`src/rtl/core/odf_pkg.sv`:
```
// Package for the observation dedupe filter: widths, register indexes,
// reset values, item and table entry types, and the sequencer states.
// No dependencies; every other file of the block imports it.
`default_nettype none

package odf_pkg;

    // Table depth default and the widths that follow from the item format.
    localparam int ENTRIES_DEF = 8;
    localparam int SLOT_W      = 6;
    localparam int TIME_W      = 32;
    localparam int BAND_W      = 8;
    localparam int FREQ_W      = 16;
    localparam int STR_W       = 8;
    localparam int LAT_W       = 25;
    localparam int LON_W       = 26;
    localparam int LOC_TOL_W   = 26;

    // Configuration port.
    localparam int CFG_IDX_W  = 2;
    localparam int CFG_DATA_W = 32;

    localparam logic [CFG_IDX_W-1:0] REG_REPEAT_WINDOW = 2'd0;
    localparam logic [CFG_IDX_W-1:0] REG_FREQ_TOL      = 2'd1;
    localparam logic [CFG_IDX_W-1:0] REG_STR_TOL       = 2'd2;
    localparam logic [CFG_IDX_W-1:0] REG_LOC_TOL       = 2'd3;

    localparam logic [TIME_W-1:0]    RST_REPEAT_WINDOW = 32'd15000;
    localparam logic [FREQ_W-1:0]    RST_FREQ_TOL      = 16'd5;
    localparam logic [STR_W-1:0]     RST_STR_TOL       = 8'd1;
    localparam logic [LOC_TOL_W-1:0] RST_LOC_TOL       = 26'd25;

    // Input item code for the mode field.
    localparam logic MODE_CLEAR = 1'b1;

    typedef struct packed {
        logic                    mode;
        logic [TIME_W-1:0]       timestamp_ms;
        logic [BAND_W-1:0]       band_code;
        logic [FREQ_W-1:0]       frequency_mhz;
        logic [STR_W-1:0]        signal_strength;
        logic                    position_valid;
        logic signed [LAT_W-1:0] latitude_e5;
        logic signed [LON_W-1:0] longitude_e5;
    } obs_t;

    typedef struct packed {
        logic [TIME_W-1:0]       time_ms;
        logic [BAND_W-1:0]       band;
        logic [FREQ_W-1:0]       frequency;
        logic [STR_W-1:0]        strength;
        logic                    position_valid;
        logic signed [LAT_W-1:0] latitude;
        logic signed [LON_W-1:0] longitude;
    } entry_t;

    typedef struct packed {
        logic              forward;
        logic              matched;
        logic [SLOT_W-1:0] slot_index;
    } res_t;

    typedef struct packed {
        logic [FREQ_W-1:0]    freq_tol;
        logic [STR_W-1:0]     str_tol;
        logic [LOC_TOL_W-1:0] loc_tol;
    } tol_t;

    // Write and clear strobes from the sequencer to the entry store.
    typedef struct packed {
        logic wr_en;
        logic clr;
    } store_cmd_t;

    typedef enum logic [1:0] {
        ST_IDLE,
        ST_SCAN,
        ST_DECIDE
    } odf_state_t;

endpackage

`default_nettype wire

```
`src/rtl/core/odf_if.sv`:
```
// Channel interfaces of the observation dedupe filter: the observation input
// channel and the result output channel, each with valid/ready handshake.
// Depends on odf_pkg for the field widths.
`default_nettype none

interface odf_in_if;
    import odf_pkg::*;

    logic                    valid;
    logic                    ready;
    logic                    mode;
    logic [TIME_W-1:0]       timestamp_ms;
    logic [BAND_W-1:0]       band_code;
    logic [FREQ_W-1:0]       frequency_mhz;
    logic [STR_W-1:0]        signal_strength;
    logic                    position_valid;
    logic signed [LAT_W-1:0] latitude_e5;
    logic signed [LON_W-1:0] longitude_e5;

    modport source (
        output valid, mode, timestamp_ms, band_code, frequency_mhz,
               signal_strength, position_valid, latitude_e5, longitude_e5,
        input  ready
    );

    modport sink (
        input  valid, mode, timestamp_ms, band_code, frequency_mhz,
               signal_strength, position_valid, latitude_e5, longitude_e5,
        output ready
    );
endinterface

interface odf_out_if;
    import odf_pkg::*;

    logic              valid;
    logic              ready;
    logic              forward;
    logic              matched;
    logic [SLOT_W-1:0] slot_index;

    modport source (
        output valid, forward, matched, slot_index,
        input  ready
    );

    modport sink (
        input  valid, forward, matched, slot_index,
        output ready
    );
endinterface

`default_nettype wire

```
`src/rtl/core/odf_store.sv`:
```
// Entry store of the observation dedupe filter: the table memory with one
// write port and one registered read port, plus per-entry valid bits.
// Depends on odf_pkg.
`default_nettype none

module odf_store #(
    parameter int ENTRIES = odf_pkg::ENTRIES_DEF,
    parameter int IDX_W   = (ENTRIES > 1) ? $clog2(ENTRIES) : 1
) (
    input  wire logic                clk,
    input  wire logic                rst_n,
    input  wire logic [IDX_W-1:0]    rd_addr,
    input  wire odf_pkg::store_cmd_t cmd,
    input  wire logic [IDX_W-1:0]    wr_addr,
    input  wire odf_pkg::entry_t     wr_data,
    output logic                     rd_valid,
    output odf_pkg::entry_t          rd_data
);
    import odf_pkg::*;

    entry_t             entry_mem [ENTRIES];
    logic [ENTRIES-1:0] valid_reg;
    logic               rd_valid_reg;
    entry_t             rd_data_reg;

    always_ff @(posedge clk)
    begin
        if (cmd.wr_en)
        begin
            entry_mem[wr_addr] <= wr_data;
        end
        rd_data_reg <= entry_mem[rd_addr];
    end

    // A clear drops every valid bit at once; the payload is left as it is.
    always_ff @(posedge clk or negedge rst_n)
    begin
        if (!rst_n)
        begin
            valid_reg    <= '0;
            rd_valid_reg <= 1'b0;
        end
        else
        begin
            if (cmd.clr)
            begin
                valid_reg <= '0;
            end
            else if (cmd.wr_en)
            begin
                valid_reg[wr_addr] <= 1'b1;
            end
            rd_valid_reg <= valid_reg[rd_addr];
        end
    end

    assign rd_valid = rd_valid_reg;
    assign rd_data  = rd_data_reg;

endmodule

`default_nettype wire

```
`src/rtl/core/odf_match.sv`:
```
// Shared match unit of the observation dedupe filter: compares one table
// entry against the held observation within the configured tolerances.
// Depends on odf_pkg.
`default_nettype none

module odf_match (
    input  wire logic            entry_valid,
    input  wire odf_pkg::entry_t entry,
    input  wire odf_pkg::obs_t   item,
    input  wire odf_pkg::tol_t   tol,
    output logic                 hit
);
    import odf_pkg::*;

    logic [FREQ_W:0]  freq_diff;
    logic [FREQ_W:0]  freq_abs;
    logic [STR_W:0]   str_diff;
    logic [STR_W:0]   str_abs;
    logic [LAT_W:0]   lat_diff;
    logic [LAT_W:0]   lat_abs;
    logic [LON_W:0]   lon_diff;
    logic [LON_W:0]   lon_abs;
    logic             freq_ok;
    logic             str_ok;
    logic             pos_ok;

    // Differences are one bit wider than the operands, so they never wrap.
    always_comb
    begin
        freq_diff = {1'b0, entry.frequency} - {1'b0, item.frequency_mhz};
        freq_abs  = freq_diff[FREQ_W] ? (~freq_diff + 1'b1) : freq_diff;
        str_diff  = {1'b0, entry.strength} - {1'b0, item.signal_strength};
        str_abs   = str_diff[STR_W] ? (~str_diff + 1'b1) : str_diff;
        lat_diff  = {entry.latitude[LAT_W-1], entry.latitude}
                  - {item.latitude_e5[LAT_W-1], item.latitude_e5};
        lat_abs   = lat_diff[LAT_W] ? (~lat_diff + 1'b1) : lat_diff;
        lon_diff  = {entry.longitude[LON_W-1], entry.longitude}
                  - {item.longitude_e5[LON_W-1], item.longitude_e5};
        lon_abs   = lon_diff[LON_W] ? (~lon_diff + 1'b1) : lon_diff;

        freq_ok = (freq_abs <= {1'b0, tol.freq_tol});
        str_ok  = (str_abs <= {1'b0, tol.str_tol});
        // Position takes part only when the item carries one.
        pos_ok  = !item.position_valid
               || ((lat_abs <= tol.loc_tol) && (lon_abs <= {1'b0, tol.loc_tol}));

        hit = entry_valid
           && (entry.band == item.band_code)
           && (entry.position_valid == item.position_valid)
           && freq_ok && str_ok && pos_ok;
    end

endmodule

`default_nettype wire

```
`src/rtl/core/odf_ctrl.sv`:
```
// Sequencer of the observation dedupe filter: holds the accepted item, walks
// the table one entry per cycle through the shared match unit, decides pass
// or suppress, updates the store and the replacement pointer, and holds the
// result in an output register. Depends on odf_pkg.
`default_nettype none

module odf_ctrl #(
    parameter int ENTRIES = odf_pkg::ENTRIES_DEF,
    parameter int IDX_W   = (ENTRIES > 1) ? $clog2(ENTRIES) : 1
) (
    input  wire logic                     clk,
    input  wire logic                     rst_n,
    input  wire logic                     in_valid,
    output logic                          in_ready,
    input  wire odf_pkg::obs_t            in_item,
    output logic                          out_valid,
    input  wire logic                     out_ready,
    output odf_pkg::res_t                 out_res,
    input  wire logic [odf_pkg::TIME_W-1:0] repeat_window,
    input  wire logic                     hit,
    input  wire logic [odf_pkg::TIME_W-1:0] rd_time,
    output odf_pkg::obs_t                 item,
    output logic [IDX_W-1:0]              rd_addr,
    output odf_pkg::store_cmd_t           cmd,
    output logic [IDX_W-1:0]              wr_addr,
    output odf_pkg::entry_t               wr_data
);
    import odf_pkg::*;

    localparam logic [IDX_W-1:0] LAST_IDX = IDX_W'(ENTRIES - 1);

    odf_state_t        state_reg;
    odf_state_t        state_next;
    obs_t              item_reg;
    logic [IDX_W-1:0]  cmp_idx_reg;
    logic [IDX_W-1:0]  scan_next_idx;
    logic [IDX_W-1:0]  ptr_reg;
    logic [IDX_W-1:0]  ptr_inc;
    logic              hit_reg;
    logic [IDX_W-1:0]  slot_reg;
    logic [TIME_W-1:0] hit_time_reg;
    logic              out_valid_reg;
    res_t              res_reg;
    res_t              res_next;
    logic [TIME_W-1:0] elapsed;
    logic              suppress;
    logic              accept;
    logic              fire;
    logic              is_clear;

    assign scan_next_idx = (cmp_idx_reg == LAST_IDX) ? '0 : cmp_idx_reg + 1'b1;
    assign ptr_inc       = (ptr_reg == LAST_IDX) ? '0 : ptr_reg + 1'b1;
    assign elapsed       = item_reg.timestamp_ms - hit_time_reg;
    assign suppress      = hit_reg && (elapsed < repeat_window);
    assign is_clear      = (item_reg.mode == MODE_CLEAR);
    assign accept        = in_valid && in_ready;

    // Next state.
    always_comb
    begin
        state_next = state_reg;
        unique case (state_reg)
            ST_IDLE:
            begin
                if (in_valid)
                begin
                    state_next = (in_item.mode == MODE_CLEAR) ? ST_DECIDE : ST_SCAN;
                end
            end
            ST_SCAN:
            begin
                if (hit || (cmp_idx_reg == LAST_IDX))
                begin
                    state_next = ST_DECIDE;
                end
            end
            ST_DECIDE:
            begin
                if (!out_valid_reg || out_ready)
                begin
                    state_next = ST_IDLE;
                end
            end
            default:
            begin
                state_next = ST_IDLE;
            end
        endcase
    end

    // Outputs of the sequencer.
    always_comb
    begin
        in_ready  = 1'b0;
        fire      = 1'b0;
        rd_addr   = scan_next_idx;
        cmd.wr_en = 1'b0;
        cmd.clr   = 1'b0;
        wr_addr   = hit_reg ? slot_reg : ptr_reg;
        res_next  = '0;
        unique case (state_reg)
            ST_IDLE:
            begin
                in_ready = 1'b1;
                rd_addr  = '0;
            end
            ST_SCAN:
            begin
            end
            ST_DECIDE:
            begin
                fire = !out_valid_reg || out_ready;
                if (is_clear)
                begin
                    cmd.clr = fire;
                end
                else
                begin
                    cmd.wr_en           = fire && !suppress;
                    res_next.forward    = !suppress;
                    res_next.matched    = hit_reg;
                    res_next.slot_index = SLOT_W'(wr_addr);
                end
            end
            default:
            begin
            end
        endcase
    end

    always_ff @(posedge clk)
    begin
        if (accept)
        begin
            item_reg <= in_item;
        end
        if ((state_reg == ST_SCAN) && hit)
        begin
            slot_reg     <= cmp_idx_reg;
            hit_time_reg <= rd_time;
        end
        if (fire)
        begin
            res_reg <= res_next;
        end
    end

    always_ff @(posedge clk or negedge rst_n)
    begin
        if (!rst_n)
        begin
            state_reg     <= ST_IDLE;
            cmp_idx_reg   <= '0;
            ptr_reg       <= '0;
            hit_reg       <= 1'b0;
            out_valid_reg <= 1'b0;
        end
        else
        begin
            state_reg <= state_next;
            if (accept)
            begin
                cmp_idx_reg <= '0;
                hit_reg     <= 1'b0;
            end
            else if (state_reg == ST_SCAN)
            begin
                cmp_idx_reg <= scan_next_idx;
                if (hit)
                begin
                    hit_reg <= 1'b1;
                end
            end
            if (fire)
            begin
                if (is_clear)
                begin
                    ptr_reg <= '0;
                end
                else if (!hit_reg)
                begin
                    ptr_reg <= ptr_inc;
                end
            end
            if (fire)
            begin
                out_valid_reg <= 1'b1;
            end
            else if (out_ready)
            begin
                out_valid_reg <= 1'b0;
            end
        end
    end

    assign item      = item_reg;
    assign out_valid = out_valid_reg;
    assign out_res   = res_reg;

    assign wr_data.time_ms        = item_reg.timestamp_ms;
    assign wr_data.band           = item_reg.band_code;
    assign wr_data.frequency      = item_reg.frequency_mhz;
    assign wr_data.strength       = item_reg.signal_strength;
    assign wr_data.position_valid = item_reg.position_valid;
    assign wr_data.latitude       = item_reg.latitude_e5;
    assign wr_data.longitude      = item_reg.longitude_e5;

endmodule

`default_nettype wire

```
`src/rtl/core/observation_dedupe_filter_top.sv`:
```
// Top level of the observation dedupe filter: configuration registers and
// the wiring of sequencer, shared match unit and entry store.
// Depends on odf_pkg, odf_if, odf_store, odf_match and odf_ctrl.
//
// Usage. Observations enter on the obs channel and one result item leaves on
// the res channel for every accepted item, in order. An item is taken when
// valid and ready are both high at a rising clock edge. Observation items are
// compared with the table entries, lowest index first; a match whose age is
// below the repeat window suppresses the item (forward 0, matched 1), any
// other observation passes and is stored in the matched entry or in the slot
// of the round-robin replacement pointer. A clear item empties the table.
//
// Flow. An observation is accepted in the idle state, walks the table (one
// entry per cycle through the single match unit, stopping at the first hit)
// and is then decided in the decide state; a clear item goes from idle
// straight to the decide state. The block takes one item at a time and
// accepts no new item until the last one is decided. The result sits in an
// output register: the next item is accepted while it waits, and a stalled
// receiver only holds the decision of that next item until the register
// frees.
//
// Reset (rst_n, asynchronous, active low) empties the table, zeroes the
// replacement pointer and loads the default tolerances and window. The
// configuration registers are written through cfg_we, cfg_index, cfg_data;
// the user must write them only while the block is idle (not enforced).
`default_nettype none

module observation_dedupe_filter_top #(
    parameter int ENTRIES = odf_pkg::ENTRIES_DEF
) (
    input  wire logic                             clk,
    input  wire logic                             rst_n,
    odf_in_if.sink                                obs,
    odf_out_if.source                             res,
    input  wire logic                             cfg_we,
    input  wire logic [odf_pkg::CFG_IDX_W-1:0]    cfg_index,
    input  wire logic [odf_pkg::CFG_DATA_W-1:0]   cfg_data
);
    import odf_pkg::*;

    localparam int IDX_W = (ENTRIES > 1) ? $clog2(ENTRIES) : 1;

    // Configuration registers.
    logic [TIME_W-1:0]    repeat_window_reg;
    logic [FREQ_W-1:0]    freq_tol_reg;
    logic [STR_W-1:0]     str_tol_reg;
    logic [LOC_TOL_W-1:0] loc_tol_reg;
    tol_t                 tol;

    obs_t             in_item;
    obs_t             item;
    res_t             out_res;
    logic             hit;
    logic             rd_valid;
    entry_t           rd_data;
    logic [IDX_W-1:0] rd_addr;
    logic [IDX_W-1:0] wr_addr;
    store_cmd_t       cmd;
    entry_t           wr_data;

    always_ff @(posedge clk or negedge rst_n)
    begin
        if (!rst_n)
        begin
            repeat_window_reg <= RST_REPEAT_WINDOW;
            freq_tol_reg      <= RST_FREQ_TOL;
            str_tol_reg       <= RST_STR_TOL;
            loc_tol_reg       <= RST_LOC_TOL;
        end
        else if (cfg_we)
        begin
            unique case (cfg_index)
                REG_REPEAT_WINDOW: repeat_window_reg <= cfg_data[TIME_W-1:0];
                REG_FREQ_TOL:      freq_tol_reg      <= cfg_data[FREQ_W-1:0];
                REG_STR_TOL:       str_tol_reg       <= cfg_data[STR_W-1:0];
                REG_LOC_TOL:       loc_tol_reg       <= cfg_data[LOC_TOL_W-1:0];
                default:           repeat_window_reg <= repeat_window_reg;
            endcase
        end
    end

    assign tol.freq_tol = freq_tol_reg;
    assign tol.str_tol  = str_tol_reg;
    assign tol.loc_tol  = loc_tol_reg;

    // Gather the input channel into one item.
    assign in_item.mode            = obs.mode;
    assign in_item.timestamp_ms    = obs.timestamp_ms;
    assign in_item.band_code       = obs.band_code;
    assign in_item.frequency_mhz   = obs.frequency_mhz;
    assign in_item.signal_strength = obs.signal_strength;
    assign in_item.position_valid  = obs.position_valid;
    assign in_item.latitude_e5     = obs.latitude_e5;
    assign in_item.longitude_e5    = obs.longitude_e5;

    odf_ctrl #(
        .ENTRIES (ENTRIES),
        .IDX_W   (IDX_W)
    ) u_ctrl (
        .clk           (clk),
        .rst_n         (rst_n),
        .in_valid      (obs.valid),
        .in_ready      (obs.ready),
        .in_item       (in_item),
        .out_valid     (res.valid),
        .out_ready     (res.ready),
        .out_res       (out_res),
        .repeat_window (repeat_window_reg),
        .hit           (hit),
        .rd_time       (rd_data.time_ms),
        .item          (item),
        .rd_addr       (rd_addr),
        .cmd           (cmd),
        .wr_addr       (wr_addr),
        .wr_data       (wr_data)
    );

    // One entry is compared per cycle, against the store's registered read.
    odf_match u_match (
        .entry_valid (rd_valid),
        .entry       (rd_data),
        .item        (item),
        .tol         (tol),
        .hit         (hit)
    );

    odf_store #(
        .ENTRIES (ENTRIES),
        .IDX_W   (IDX_W)
    ) u_store (
        .clk      (clk),
        .rst_n    (rst_n),
        .rd_addr  (rd_addr),
        .cmd      (cmd),
        .wr_addr  (wr_addr),
        .wr_data  (wr_data),
        .rd_valid (rd_valid),
        .rd_data  (rd_data)
    );

    assign res.forward    = out_res.forward;
    assign res.matched    = out_res.matched;
    assign res.slot_index = out_res.slot_index;

endmodule

`default_nettype wire

```
`src/flat_wrapper.sv`:
```
// flat-port wrapper written by rule: the top's interface ports become plain ports
module observation_dedupe_filter_top_flat import odf_pkg::*;
#(
    parameter int ENTRIES = odf_pkg::ENTRIES_DEF
)
  (clk, rst_n, cfg_we, cfg_index, cfg_data, obs_valid, obs_mode, obs_timestamp_ms, obs_band_code, obs_frequency_mhz, obs_signal_strength, obs_position_valid, obs_latitude_e5, obs_longitude_e5, obs_ready, res_valid, res_forward, res_matched, res_slot_index, res_ready);
  odf_in_if obs_i ();
  odf_out_if res_i ();
  input  wire logic clk;
  input  wire logic rst_n;
  input  wire logic cfg_we;
  input  wire logic [odf_pkg::CFG_IDX_W-1:0] cfg_index;
  input  wire logic [odf_pkg::CFG_DATA_W-1:0] cfg_data;
  input wire logic [$bits(obs_i.valid)-1:0] obs_valid;
  input wire logic [$bits(obs_i.mode)-1:0] obs_mode;
  input wire logic [$bits(obs_i.timestamp_ms)-1:0] obs_timestamp_ms;
  input wire logic [$bits(obs_i.band_code)-1:0] obs_band_code;
  input wire logic [$bits(obs_i.frequency_mhz)-1:0] obs_frequency_mhz;
  input wire logic [$bits(obs_i.signal_strength)-1:0] obs_signal_strength;
  input wire logic [$bits(obs_i.position_valid)-1:0] obs_position_valid;
  input wire logic [$bits(obs_i.latitude_e5)-1:0] obs_latitude_e5;
  input wire logic [$bits(obs_i.longitude_e5)-1:0] obs_longitude_e5;
  output wire logic [$bits(obs_i.ready)-1:0] obs_ready;
  output wire logic [$bits(res_i.valid)-1:0] res_valid;
  output wire logic [$bits(res_i.forward)-1:0] res_forward;
  output wire logic [$bits(res_i.matched)-1:0] res_matched;
  output wire logic [$bits(res_i.slot_index)-1:0] res_slot_index;
  input wire logic [$bits(res_i.ready)-1:0] res_ready;
  assign obs_i.valid = obs_valid;
  assign obs_i.mode = obs_mode;
  assign obs_i.timestamp_ms = obs_timestamp_ms;
  assign obs_i.band_code = obs_band_code;
  assign obs_i.frequency_mhz = obs_frequency_mhz;
  assign obs_i.signal_strength = obs_signal_strength;
  assign obs_i.position_valid = obs_position_valid;
  assign obs_i.latitude_e5 = obs_latitude_e5;
  assign obs_i.longitude_e5 = obs_longitude_e5;
  assign obs_ready = obs_i.ready;
  assign res_valid = res_i.valid;
  assign res_forward = res_i.forward;
  assign res_matched = res_i.matched;
  assign res_slot_index = res_i.slot_index;
  assign res_i.ready = res_ready;
  observation_dedupe_filter_top #(.ENTRIES(ENTRIES)) u_core (.clk(clk), .rst_n(rst_n), .obs(obs_i), .res(res_i), .cfg_we(cfg_we), .cfg_index(cfg_index), .cfg_data(cfg_data));
endmodule
```
`config.mk`:
```
export PLATFORM = sky130hd
export DESIGN_NAME = observation_dedupe_filter_top_flat
export DESIGN_NICKNAME = d
export VERILOG_FILES = /design/src/rtl/core/odf_pkg.sv /design/src/rtl/core/odf_if.sv /design/src/rtl/core/odf_store.sv /design/src/rtl/core/odf_match.sv /design/src/rtl/core/odf_ctrl.sv /design/src/rtl/core/observation_dedupe_filter_top.sv /design/src/flat_wrapper.sv
export SDC_FILE = /design/constraint.sdc
export NUM_CORES = 2
export LEC_CHECK = 0
export ABC_CLOCK_PERIOD_IN_PS = 12000
export BUFFER_PORTS_ARGS = -buffer_cell sky130_fd_sc_hd__buf_2
export CORE_MARGIN = 2
export CORE_UTILIZATION = 55
export CTS_BUF_LIST = sky130_fd_sc_hd__clkbuf_2
export CTS_CLUSTER_DIAMETER = 50
export DETAILED_ROUTE_END_ITERATION = 6
export PLACE_DENSITY = 0.82
export SETUP_SLACK_MARGIN = 0.05
export SLEW_MARGIN = 20
export SYNTH_ARGS = -nofsm -noshare
export SYNTH_HDL_FRONTEND = slang
export SYNTH_SLANG_ARGS = --single-unit
export TNS_END_PERCENT = 30
```
`constraint.sdc`:
```
create_clock -name clk -period 12 [get_ports clk]
set_input_delay 3 -clock clk [delete_from_list [all_inputs] [get_ports clk]]
set_output_delay 3 -clock clk [all_outputs]
set_load 0.05 [all_outputs]
```
==> results by group <==
Power
  – Switching share of total power: 38.4%
  – Power Total: roughly 16,000 uW
  – NetSw: 6030 uW
  – Peak VDD IR: 0.000250 V
  – Clock Power Share: 19.0%
  – Pint: between 9000 and 10,000 uW
  – Combinational power share: 43.7%
  – Leak pwr: between 0.02 and 0.03 uW
  – Sequential power share: a little under two fifths
  – Pwr Density: around 250 nW/um^2

Floorplan
  – Die X: 325 microns
  – Die Span Y: around 330 microns
  – Initial Utilization: 55.6%
  – Row count: about 120
  – Ports: approximately 170
  – Core Footprint: approximately 100,000 sq um
  – Die area: 106,000 sq um

Clock network
  – Num CTS Buffers: 327
  – Worst skew pair latency: 1540 ps
  – Hold buffer count at cts: 0
  – Cts repair resizes: 0
  – TritonCTS clock tree: yes
  – Root buffer cell: clkbuf_2
  – Post-CTS Setup Inserts: 0
  – Clk sinks: between 1,000 and 1,500
  – H-Tree Depth: 5
  – Max clock buf depth: 4
  – Clock transition at path regs: 120 ps

Routing
  – Via Count: 33,800
  – Residual DRC count: 0
  – Starting DRC count in detailed routing: 3,096
  – ANT nets after route: 0
  – Routed wire per std cell: approximately 22 microns
  – Drt pass-1 iters: 5
  – Post-Route WL: 128,000 microns
  – Via density: around 6

Layout
  – Layout Cells excl Fill: about 5,700
  – Final nets: 4,479
  – Share of cells above drive strength 1: 22.2%
  – Fillcell total: ~7,500
  – Layout Area Growth over Synthesis: 9.53%
  – Number of flip-flops under the largest register name: just over 900

Timing
  – Highest clock rate: 130 MHz
  – Hold Vio Cnt, Final: 0
  – RSZ-0062 raised after global routing: false
  – Final period utilization: 63.9%
  – Period minus WS final: ~7700 ps
  – Max_slew headroom: between 20% and 30%
  – Slew Limit Fails: 0
  – Slew @ Worst Pin: 1090 ps
  – Worst Skew: between 150 and 200 ps
  – Final Setup Violations: 0
  – Total Negative Setup Slacks: 0 ps

Setup path
  – WP data arrival: around 8700 ps
  – CP Data Required Time: 13,050 ps
  – Critical Setup Path Class: reg -> reg
  – R2r endpoint: u_core.u_ctrl.hit_time_reg[16]$_DFFE_PP_
  – Reg-to-reg critical path startpoint: u_core.u_ctrl.item[60]$_DFFE_PP_
  – Critical Path Start Type: register
  – R2R Setup Slk: 4330 ps
  – FF-to-FF path depth: 24
  – CP max FO: 35
  – Crit. Startpoint: u_core.u_ctrl.item[60]$_DFFE_PP_
  – Crit. End Element: register

Synthesis
  – Synth Register Bits: 1,302
  – Seq/Total Area, Yosys: between 60% and 70%
  – Prevailing post-synth register cell: edfxtp_1
  – Synth Area per Inst: ~15 sq um
  – Post-Syn Area: ~57,000 sq um
  – YS warnings: 0
  – Syn Inst Count: between 3,000 and 4,000
  – Number of synthesized flops with an enable pin: roughly 1,100
  – Distinct cells, synth: 104
  – Async set-reset flop share out of synthesis: 7.76%

Place
  – Placed cell count: 5,132
  – PortBufs: around 160
  – GP Congestion: approximately 0.91
  – Post-DP HPWL: between 70,000 and 80,000 microns

Global route
  – Total GRT Usage: 24.2%
  – Vias in the first global route: 34,600
  – Initial antenna violation count: 11
  – Gr ovfl total: 0
  – Largest net degree at the start of global routing: between 100 and 150
  – First-pass GRT wire length: 197,000 microns

Flow run
  – Max-cap violations: 0

Hold path
  – Worst hold stages: 0
  – Worst Hold End: u_core.u_ctrl.hit_time_reg[13]$_DFFE_PP_
  – Hold path startpoint: u_core.u_store.rd_data[97]$_DFF_P_
  – Worst min-delay path class: reg -> reg

Outcome
  – Outcome: completed
## power groups by stage
stage          logic (uW)  registers [uW]  clock network (uW)
3_3_place_gp         6560            5930                   0
2_1_floorplan        5230            5790                   0
5_1_grt              7540            5900                3280
4_1_cts              6800            5850                3050
6_report             6850            5860                2970
3_5_place_dp         6730            5950                   0
## worst max-delay path by stage
stage | endpoint | slack [ps] | cells past startpoint
3_5_place_dp | u_core.u_ctrl.hit_time_reg[6]$_DFFE_PP_ | 4650 | 24
2_1_floorplan | u_core.u_store.entry_mem[7][0]$_DFFE_PP_ | 4240 | 20
3_3_place_gp | u_core.u_store.entry_mem[3][72]$_DFFE_PP_ | 4760 | 22
4_1_cts | u_core.u_ctrl.hit_time_reg[16]$_DFFE_PP_ | 4480 | 24
6_report | u_core.u_ctrl.hit_time_reg[16]$_DFFE_PP_ | 4330 | 24
5_1_grt | u_core.u_ctrl.hit_time_reg[25]$_DFFE_PP_ | 4000 | 24
## Yosys cell counts, types with 29 or more instances
| master | count | area [sq um] |
|---|---|---|
| mux2_2 | 54 | 608 |
| dfxtp_1 | 116 | 2320 |
| nand3_1 | 32 | 160 |
| nand2_1 | 128 | 480 |
| o21a_1 | 35 | 263 |
| inv_1 | 234 | 878 |
| xnor2_1 | 98 | 858 |
| a221oi_1 | 121 | 1060 |
| ha_1 | 221 | 2770 |
| clkbuf_1 | 105 | 394 |
| dfrtp_1 | 88 | 2200 |
| a21o_1 | 183 | 1370 |
| xor2_1 | 45 | 394 |
| nand4_1 | 29 | 181 |
| a21oi_1 | 97 | 485 |
| nor3_1 | 45 | 225 |
| mux4_2 | 117 | 2640 |
| o21ai_0 | 112 | 561 |
| edfxtp_1 | 1085 | 32600 |
| mux2i_1 | 240 | 2400 |
| nor2b_1 | 30 | 188 |
| nor2_1 | 109 | 409 |
## per-stage QoR
stage	hold slack, ps	setup slack, ps	util [%]	instance area, sq um
6_report	361	4330	60.9	62100
5_1_grt	395	4000	60.9	62100
4_1_cts	387	4480	60.8	62000
3_5_place_dp	389	4650	57.8	59000
3_3_place_gp	386	4760	57.8	59000
2_1_floorplan	386	4240	-	56700
## kinds of logic after synthesis
group | after synthesis | share of synthesized area [%]
buffers and inverters | 380 | 2.59
xor gates and xnor gates | 143 | 2.21
adders and majority gates | 226 | 5.05
other | 1 | 0.00661
muxes | 411 | 9.95
AOI/OAI and AO/OA | 726 | 9.31
DFF | 1302 | 66.0
and+or+nand+nor | 523 | 4.87
## metal layers
layer	up-vias	GRT usage (%)	wire [microns]
li1	15400	-	-
met1	16700	31.8	52700
met2	1477	39.0	61700
met3	246	5.63	10300
met4	4	9.92	3670
met5	-	0	30
## layout make-up
| class | instances | area [sq um] | area share (%) |
|---|---|---|---|
| Sequential cell | 1302 | 37500 | 60.3 |
| Multi-Input combinational cell | 2032 | 17900 | 28.8 |
| Clock buffer | 483 | 2420 | 3.89 |
| Tap cell | 1368 | 1710 | 2.75 |
| Timing Repair Buffer | 200 | 1180 | 1.91 |
| Inverter | 234 | 883 | 1.42 |
| Clock inverter | 91 | 591 | 0.950 |
| Antenna cell | 2 | 5.00 | 0.00805 |
## cells in the final DEF (no fill, tap or decap), types with 17 or more instances in the layout
cell | synthesis | routed
a21o_1 | 183 | 183
a21oi_1 | 97 | 97
a221oi_1 | 121 | 121
a31oi_1 | 24 | 24
buf_2 | 13 | 161
buf_4 | 3 | 34
clkbuf_2 | 1 | 483
clkinv_1 | 0 | 61
dfrtp_1 | 88 | 87
dfxtp_1 | 116 | 116
edfxtp_1 | 1085 | 1085
ha_1 | 221 | 221
inv_1 | 234 | 233
mux2_2 | 54 | 54
mux2i_1 | 240 | 240
mux4_2 | 117 | 117
nand2_1 | 128 | 128
nand2b_1 | 21 | 21
nand3_1 | 32 | 32
nand4_1 | 29 | 29
nor2_1 | 109 | 109
nor2b_1 | 30 | 30
nor3_1 | 45 | 44
o21a_1 | 35 | 35
o21ai_0 | 112 | 111
o31ai_1 | 17 | 17
xnor2_1 | 98 | 98
xor2_1 | 45 | 45
## critical path, stage by stage (launching register included)
cell and delay (ps):
edfxtp_1 500, ha_1 240, inv_1 60, fa_1 410, a21o_1 180, a21oi_1 340, o21bai_1 150, a31o_2 260
a2111oi_0 420, a21oi_1 160, a21o_1 220, a21oi_2 480, o21ai_0 210, ha_1 340, nor2b_1 150, o21a_1 160
o21a_1 160, o21ai_0 190, a21oi_1 100, o31ai_1 480, o311ai_0 450, nor4_1 690, o2111ai_2 260, inv_1 110
buf_4 490
No activity file was read; power rests on OpenSTA's default activity.
